File: config.mk
export PLATFORM = sky130hd
export DESIGN_NAME = lru_page_replacement
export DESIGN_NICKNAME = d
export VERILOG_FILES = /design/src/lrupr_pkg.sv /design/src/lru_page_replacement.sv /design/src/lrupr_cell.sv
export SDC_FILE = /design/constraint.sdc
export NUM_CORES = 1
export LEC_CHECK = 0
export BUFFER_PORTS_ARGS = -buffer_cell sky130_fd_sc_hd__buf_2
export CAP_MARGIN = 30
export CORE_ASPECT_RATIO = 1.1
export CORE_MARGIN = 1.5
export CORE_UTILIZATION = 36
export DETAILED_ROUTE_END_ITERATION = 6
export SLEW_MARGIN = 20
export SYNTH_ARGS = -nofsm -noshare
export SYNTH_HDL_FRONTEND = slang
export SYNTH_HIERARCHICAL = 1
export SYNTH_SLANG_ARGS = --single-unit
File: constraint.sdc
create_clock -name clock -period 7 [get_ports clock]
set_clock_uncertainty 0.05 [all_clocks]
set_input_delay 1.75 -clock clock [delete_from_list [all_inputs] [get_ports clock]]
set_output_delay 1.75 -clock clock [all_outputs]
set_load 0.05 [all_outputs]
File: src/lrupr_pkg.sv
// ----------------------------------------------------------------------------
// lrupr_pkg: shared types and constants for the lru page replacement block
// Sizes of the frame set, page and counter fields, and the records passed
// between the top level and the recency cells.
// ----------------------------------------------------------------------------
package lrupr_pkg;

   // frame set and field sizes
   localparam int MAX_FRAMES = 8;
   localparam int PAGE_BITS  = 8;
   localparam int FRAME_W    = (MAX_FRAMES > 1) ? $clog2(MAX_FRAMES) : 1;
   localparam int FILL_W     = $clog2(MAX_FRAMES + 1);
   localparam int CFG_W      = 4;
   localparam int FAULT_W    = 16;
   localparam int PAGE_OUT_W = 8;
   localparam int FIDX_OUT_W = 3;

   // frames_in_use after reset
   localparam logic [CFG_W-1:0] CFG_RESET = CFG_W'(6);

   // one recency slot: the frame it names and the page held in that frame
   typedef struct packed {
      logic [FRAME_W-1:0]   frame;
      logic [PAGE_BITS-1:0] page;
   } entry_type;

   // per-cell control from the top level
   typedef struct packed {
      logic pos_valid;   // slot lies below the fill count
      logic shift;       // take the neighbor's entry
      logic load;        // take the new entry
   } cell_ctl_type;

endpackage

File: src/lru_page_replacement.sv
// A result is held in the output register from the cycle after its request transfer.
// Throughput: one access per cycle unless stalled; all cells compare and shift at once.
// A waiting result holds off requests; a request can transfer in the cycle its result leaves.
// Reset (synchronous) clears the fill count and fault count and sets frames_in_use to 6.
// Frame contents need no clearing pass: only slots below the fill count are compared.
// ----------------------------------------------------------------------------
// lru_page_replacement: fully associative LRU page replacement
// A chain of cells kept in recency order (slot 0 least recent) finds hits,
// fills free frames and evicts the least recently used page on a full miss.
// ----------------------------------------------------------------------------
module lru_page_replacement (
   input  logic                             clock,
   input  logic                             reset,
   // configuration
   input  logic                             csr_valid,
   output logic                             csr_ready,
   input  logic [lrupr_pkg::CFG_W-1:0]      csr_frames_in_use,
   // requests
   input  logic                             req_valid,
   output logic                             req_ready,
   input  logic [lrupr_pkg::PAGE_OUT_W-1:0] req_page_number,
   // results
   output logic                             rsp_valid,
   input  logic                             rsp_ready,
   output logic                             rsp_hit,
   output logic [lrupr_pkg::FIDX_OUT_W-1:0] rsp_frame_index,
   output logic                             rsp_evicted_valid,
   output logic [lrupr_pkg::PAGE_OUT_W-1:0] rsp_evicted_page,
   output logic [lrupr_pkg::FAULT_W-1:0]    rsp_fault_count
);
   import lrupr_pkg::*;

   logic [CFG_W-1:0]      cfg_ff;
   logic [FILL_W-1:0]     filled_ff;
   logic [FILL_W-1:0]     filled_in;
   logic [FAULT_W-1:0]    fault_ff;
   logic [FAULT_W-1:0]    fault_in;
   logic                  rsp_valid_ff;
   logic                  hit_ff;
   logic [FRAME_W-1:0]    frame_ff;
   logic                  ev_valid_ff;
   logic [PAGE_BITS-1:0]  ev_page_ff;

   logic [PAGE_BITS-1:0]  page_w;
   logic [FILL_W-1:0]     usable_w;
   logic [FILL_W-1:0]     last_pos_w;
   logic                  req_fire;
   logic                  hit_w;
   logic                  full_w;
   logic                  fill_w;
   logic                  evict_w;
   logic [FRAME_W-1:0]    hit_frame_w;
   logic [FRAME_W-1:0]    frame_w;
   entry_type             new_entry_w;
   entry_type             cell_entry [MAX_FRAMES];
   cell_ctl_type          cell_ctl   [MAX_FRAMES];
   logic [MAX_FRAMES-1:0] match_vec;
   logic [MAX_FRAMES:0]   seen_chain;

   // handshakes
   assign csr_ready = 1'b1;
   assign req_ready = !rsp_valid_ff || rsp_ready;
   assign req_fire  = req_valid && req_ready;
   assign page_w    = PAGE_BITS'(req_page_number);

   // usable frame limit, clamped to one through the frame count
   always_comb begin
      if (cfg_ff == '0) begin
         usable_w = FILL_W'(1);
      end else if (32'(cfg_ff) > 32'(MAX_FRAMES)) begin
         usable_w = FILL_W'(MAX_FRAMES);
      end else begin
         usable_w = FILL_W'(cfg_ff);
      end
   end

   // recency chain
   assign seen_chain[0] = 1'b0;
   for (genvar g = 0; g < MAX_FRAMES; g++) begin : g_cell
      entry_type nbr_entry;
      if (g == MAX_FRAMES - 1) begin : g_end
         assign nbr_entry = cell_entry[g];
      end else begin : g_mid
         assign nbr_entry = cell_entry[g+1];
      end
      lrupr_cell u_cell (
         .clock      (clock),
         .ctl        (cell_ctl[g]),
         .req_page   (page_w),
         .new_entry  (new_entry_w),
         .next_entry (nbr_entry),
         .seen_in    (seen_chain[g]),
         .entry      (cell_entry[g]),
         .match      (match_vec[g]),
         .seen_out   (seen_chain[g+1])
      );
   end

   // pages are unique across filled frames, so at most one cell matches
   always_comb begin
      hit_frame_w = '0;
      for (int i = 0; i < MAX_FRAMES; i++) begin
         if (match_vec[i]) begin
            hit_frame_w = hit_frame_w | cell_entry[i].frame;
         end
      end
   end

   // access decode
   assign hit_w      = |match_vec;
   assign full_w     = filled_ff >= usable_w;
   assign fill_w     = !hit_w && !full_w;
   assign evict_w    = !hit_w && full_w;
   assign last_pos_w = filled_ff - FILL_W'(1);

   always_comb begin
      if (hit_w) begin
         frame_w = hit_frame_w;
      end else if (full_w) begin
         frame_w = cell_entry[0].frame;
      end else begin
         frame_w = FRAME_W'(filled_ff);
      end
   end

   assign new_entry_w.frame = frame_w;
   assign new_entry_w.page  = page_w;

   // per-cell shift and load
   always_comb begin
      for (int i = 0; i < MAX_FRAMES; i++) begin
         cell_ctl[i].pos_valid = FILL_W'(i) < filled_ff;
         cell_ctl[i].shift     = 1'b0;
         cell_ctl[i].load      = 1'b0;
         if (req_fire) begin
            if (fill_w) begin
               cell_ctl[i].load = FILL_W'(i) == filled_ff;
            end else begin
               // hit shifts from the matching slot up, evict from slot 0 up
               cell_ctl[i].shift = (FILL_W'(i) < last_pos_w) && (evict_w || seen_chain[i+1]);
               cell_ctl[i].load  = FILL_W'(i) == last_pos_w;
            end
         end
      end
   end

   // fill count and saturating fault count
   always_comb begin
      filled_in = filled_ff;
      fault_in  = fault_ff;
      if (req_fire) begin
         if (fill_w) begin
            filled_in = filled_ff + FILL_W'(1);
         end
         if (!hit_w && fault_ff != '1) begin
            fault_in = fault_ff + FAULT_W'(1);
         end
      end
   end

   // control state
   always_ff @(posedge clock) begin
      if (reset) begin
         cfg_ff       <= CFG_RESET;
         filled_ff    <= '0;
         fault_ff     <= '0;
         rsp_valid_ff <= 1'b0;
      end else begin
         if (csr_valid && csr_ready) begin
            cfg_ff <= csr_frames_in_use;
         end
         filled_ff <= filled_in;
         fault_ff  <= fault_in;
         if (req_fire) begin
            rsp_valid_ff <= 1'b1;
         end else if (rsp_ready) begin
            rsp_valid_ff <= 1'b0;
         end
      end
   end

   // result register
   always_ff @(posedge clock) begin
      if (req_fire) begin
         hit_ff      <= hit_w;
         frame_ff    <= frame_w;
         ev_valid_ff <= evict_w;
         ev_page_ff  <= evict_w ? cell_entry[0].page : '0;
      end
   end

   assign rsp_valid         = rsp_valid_ff;
   assign rsp_hit           = hit_ff;
   assign rsp_frame_index   = FIDX_OUT_W'(frame_ff);
   assign rsp_evicted_valid = ev_valid_ff;
   assign rsp_evicted_page  = PAGE_OUT_W'(ev_page_ff);
   assign rsp_fault_count   = fault_ff;

   // checks
   a_fill_bound: assert property (@(posedge clock) disable iff (reset)
      filled_ff <= FILL_W'(MAX_FRAMES))
      else $error("fill count beyond frame count");

   a_one_match: assert property (@(posedge clock) disable iff (reset)
      $onehot0(match_vec))
      else $error("page resident in more than one frame");

   a_hit_no_evict: assert property (@(posedge clock) disable iff (reset)
      rsp_valid_ff |-> !(hit_ff && ev_valid_ff))
      else $error("eviction reported on a hit");

   a_fault_step: assert property (@(posedge clock) disable iff (reset)
      (req_fire && !hit_w && fault_ff != '1) |=> fault_ff == $past(fault_ff) + FAULT_W'(1))
      else $error("fault count missed a fault");

   a_evict_full: assert property (@(posedge clock) disable iff (reset)
      (req_fire && evict_w) |=> filled_ff == $past(filled_ff))
      else $error("eviction changed the fill count");

endmodule

File: src/lrupr_cell.sv
// ----------------------------------------------------------------------------
// lrupr_cell: one slot of the recency chain
// Holds a frame id and its page, compares against the requested page, passes
// the "match seen" flag up the chain and shifts in its neighbor on demand.
// ----------------------------------------------------------------------------
module lrupr_cell (
   input  logic                           clock,
   input  lrupr_pkg::cell_ctl_type        ctl,
   input  logic [lrupr_pkg::PAGE_BITS-1:0] req_page,
   input  lrupr_pkg::entry_type           new_entry,
   input  lrupr_pkg::entry_type           next_entry,
   input  logic                           seen_in,
   output lrupr_pkg::entry_type           entry,
   output logic                           match,
   output logic                           seen_out
);
   import lrupr_pkg::*;

   entry_type entry_ff;
   entry_type entry_in;

   // compare and chain the match flag toward the most recent end
   assign match    = ctl.pos_valid && (entry_ff.page == req_page);
   assign seen_out = seen_in | match;
   assign entry    = entry_ff;

   // load beats shift, otherwise hold
   always_comb begin
      entry_in = entry_ff;
      if (ctl.load) begin
         entry_in = new_entry;
      end else if (ctl.shift) begin
         entry_in = next_entry;
      end
   end

   always_ff @(posedge clock) begin
      entry_ff <= entry_in;
   end

endmodule

==> impl_results.md <==
- Share of layout cells above drive strength 1: 0.316
- Mapped Avg Cell Area: 12.2 sq um
- DP Worst Slack: 1.48 ns
- First-pass GRT wire length: 25400 um
- Power Density: 246 nW/um^2
- Initial Util: 0.369
- Port-buffer cells: 47
- Pins Over Slew Limit: 0
- R2R cell count: 12
- Mapped Area: 7100 sq um
- Pin count of the biggest net entering global routing: 27
- Post-synth EDFFs: 101
- Seq/Total Area, Yosys: 0.498
- TNS Setup: 0 ns
- Detailed-route via count: 4764
- Final Setup Violations: 0
- Worst Setup Start Kind: input pin
- Global route total overflow: 0
- VDD IR max: 0.168 mV
- Ports: 49
- YS warnings: 6
- Initial antenna violation count: 0
- Synth cell types: 57
- Hold endpoint: rsp_fault_count[15]$_SDFFE_PP0P_
- WS Path Type: input pin to flop
- Iteration-0 DRC count of the detailed router: 272
- Max Fclk: 194 MHz
- Average wire per standard cell: 17.8 um
- Top cells by area, synth: edfxtp_1 43%, mux2_2 14%, xnor2_1 9.8%, dfxtp_1 7.1%, nor2_1 2.0%
- Detailed placement HPWL: 11600 um
- Crit path max-delay cell type: nor3_1
- WP data arrival: 5.19 ns
- Post-CTS Resized: 0
- Setup slack after layout: 1.85 ns
- Buf+Inv Stages, Crit Path: 1
- Status: finished clean
- Synth Register Bits: 126
- Cts hold-fix bufs: 0
- Vias/cell: 5.35
- Nets: 659
- TritonCTS clock tree: done
- Full die area: 20600 sq um
- Crit path max-delay family: simple AND/OR/NAND/NOR gates
- Synthesized instance count: 580
- Worst-path clk slew: 0.06 ns
- Crit-path max FO: 16
- H-tree depth: 4
- Worst R2R Setup Slack: 2.32 ns
- Drt pass-1 iters: 4
- Post-CTS Setup Inserts: 0
- Worst R2R End: g_cell[1].u_cell/entry[2]$_DFFE_PP_
- Required @ worst endpoint: 7.04 ns
- RR Startpoint: filled_ff[0]$_SDFFE_PP0P_
- Antenna Diode Count: 0
- FFs w/ async S/R, synth: 0
- Hold path depth: 2
- Max-cap violation count: 0
- Sink Count: 126
- Clock buffer depth: 2
- CTS root buf: clkbuf_16
- Final hold violations: 0
- Hold Path Origin: rsp_fault_count[15]$_SDFFE_PP0P_
- RD Place Congestion: 0.957
- Ys flop type: edfxtp_1
- Leakage: 2.76 nW
- CTS buffer count: 17
- Final period utilization: 0.736
- Vias in the first global route: 4829
- Final critical-path required period: 5.15 ns
- Critical path cell sequence: buf_2 -> xnor2_1 -> nand4_1 -> nor3_1 -> nor4_4 -> and2_2 -> o21ai_1 -> and3_1 -> a32o_1 -> or2_2
- Post-synth top area share: 0.427
- Die W: 137 um
- Worst-skew pair later-pin latency: 0.42 ns
- RSZ-0062 raised after global routing: false
- Row Count: 53
- Actual slew at the worst max-slew pin: 0.977 ns
- Critical path's largest stage delay: 0.76 ns
- WL final: 15800 um
- Min-delay worst type: flop to flop
- Crit end category: flop
- Most numerous cell in the Yosys netlist: edfxtp_1
- Post-detailed-route count of antenna-violating nets: 0
- Area Growth Syn to Fin: 14.2%
- Worst relative slew slack: 0.346
- Core area: 19200 sq um
- Die Ht: 150 um
- Syn Nets: 608
- Area leader, netlist: edfxtp_1
- Drt drc: 0
- Synth cell count leaders: 101 x edfxtp_1, 90 x mux2_2, 79 x xnor2_1
- GRT Overall Usage: 0.163
worst max-delay path by stage:
stage               cells after the start  slack [ns]                                   to          startpoint
floorplan                              10        2.58  g_cell[6].u_cell/entry[0]$_DFFE_PP_  req_page_number[2]
global placement                       10        1.55  g_cell[1].u_cell/entry[7]$_DFFE_PP_  req_page_number[7]
CTS                                    10        1.84  g_cell[1].u_cell/entry[6]$_DFFE_PP_  req_page_number[2]
finish                                 10        1.85  g_cell[1].u_cell/entry[2]$_DFFE_PP_  req_page_number[5]
global route                           10        1.60  g_cell[3].u_cell/entry[4]$_DFFE_PP_  req_page_number[5]
detailed placement                     10        1.48  g_cell[1].u_cell/entry[7]$_DFFE_PP_  req_page_number[2]
sequential cells by signal, summed over array words and instances (netlist names):
name                 flops
rsp_evicted_page         8
rsp_frame_index          3
rsp_evicted_valid        1
cfg_ff                   4
rsp_fault_count         16
filled_ff                4
g_cell.u_cell/entry     88
rsp_valid                1
rsp_hit                  1
worst reg2reg max path: cells and delay by family, from the launching register on:
kind | cells | cell delay (ns)
simple gates | 8 | 2.26
compound gates | 2 | 0.87
flops | 1 | 0.66
fa+ha+maj | 1 | 0.33
buf+inv | 1 | 0.18
metrics by stage:
stage	std cells	hold WS, ns	cell area, sq um	utilization	power, W
2_1_floorplan	580	0.411	7100	-	0.00109
3_3_place_gp	858	0.435	7540	0.392	0.00116
3_5_place_dp	858	0.444	7540	0.392	0.00117
4_1_cts	889	0.456	8100	0.421	0.00201
5_1_grt	890	0.497	8100	0.421	0.00207
6_report	890	0.452	8100	0.421	0.00199
layout by cell type (no fill, tap or decap), types with 3 or more instances in the layout:
| master | Yosys | routed |
|---|---|---|
| a211oi_1 | 6 | 6 |
| a21oi_1 | 7 | 7 |
| a221oi_1 | 3 | 3 |
| a22oi_1 | 6 | 6 |
| and2_1 | 9 | 9 |
| and4_1 | 3 | 3 |
| buf_2 | 3 | 47 |
| buf_4 | 1 | 4 |
| clkbuf_16 | 0 | 17 |
| clkinv_1 | 0 | 3 |
| clkinvlp_4 | 0 | 3 |
| dfxtp_1 | 25 | 25 |
| edfxtp_1 | 101 | 101 |
| ha_1 | 11 | 11 |
| inv_1 | 20 | 20 |
| mux2_2 | 90 | 90 |
| mux2i_1 | 6 | 6 |
| nand2_1 | 32 | 32 |
| nand3_1 | 13 | 13 |
| nand4_1 | 12 | 12 |
| nor2_1 | 38 | 38 |
| nor2b_1 | 9 | 9 |
| nor3_1 | 14 | 14 |
| nor4_1 | 4 | 4 |
| nor4_4 | 3 | 3 |
| o2111ai_1 | 3 | 3 |
| o21ai_0 | 6 | 6 |
| o22ai_1 | 4 | 4 |
| o31ai_2 | 8 | 8 |
| or2_2 | 11 | 11 |
| xnor2_1 | 79 | 79 |
routing by layer:
metal	part of all wire	up-vias	global-route usage	wire length, um
met5	0	-	0	0
li1	-	2242	-	-
met3	0.050	33	0.0414	795
met2	0.49	164	0.273	7790
met4	0.021	0	0.0684	329
met1	0.44	2325	0.199	6900
power by group:
group	total (W)	switching, W	leakage (nW)	internal (W)
clock network	0.000836	0.000319	0.262	0.000517
registers	0.000892	0.0000315	1.14	0.000861
logic	0.000265	0.000166	1.36	0.0000990
total	0.00199	0.000516	2.76	0.00148
layout make-up:
cell class	instances	area [sq um]
Inverter	21	78.8
Multi-Input combinational cell	414	3360
Clock inverter	12	121
Fill cell	1794	11100
Clock buffer	19	433
Sequential cell	126	3530
Timing Repair Buffer	51	265
Tap cell	247	309
cell families (layout without fill, tap and decap cells):
| kind of cell | Yosys count | after routing | share of synthesized area |
|---|---|---|---|
| multiplexers | 96 | 96 | 0.151 |
| AND/OR/NAND/NOR | 163 | 163 | 0.128 |
| flip-flops | 126 | 126 | 0.498 |
| XOR/XNOR | 79 | 79 | 0.0975 |
| AO/OA/AOI/OAI | 63 | 63 | 0.0727 |
| other | 2 | 2 | 0.00106 |
| adder cells (fa/ha/maj) | 11 | 11 | 0.0194 |
| buffers and inverters | 40 | 103 | 0.0317 |
(Power assumes the default switching activity.)
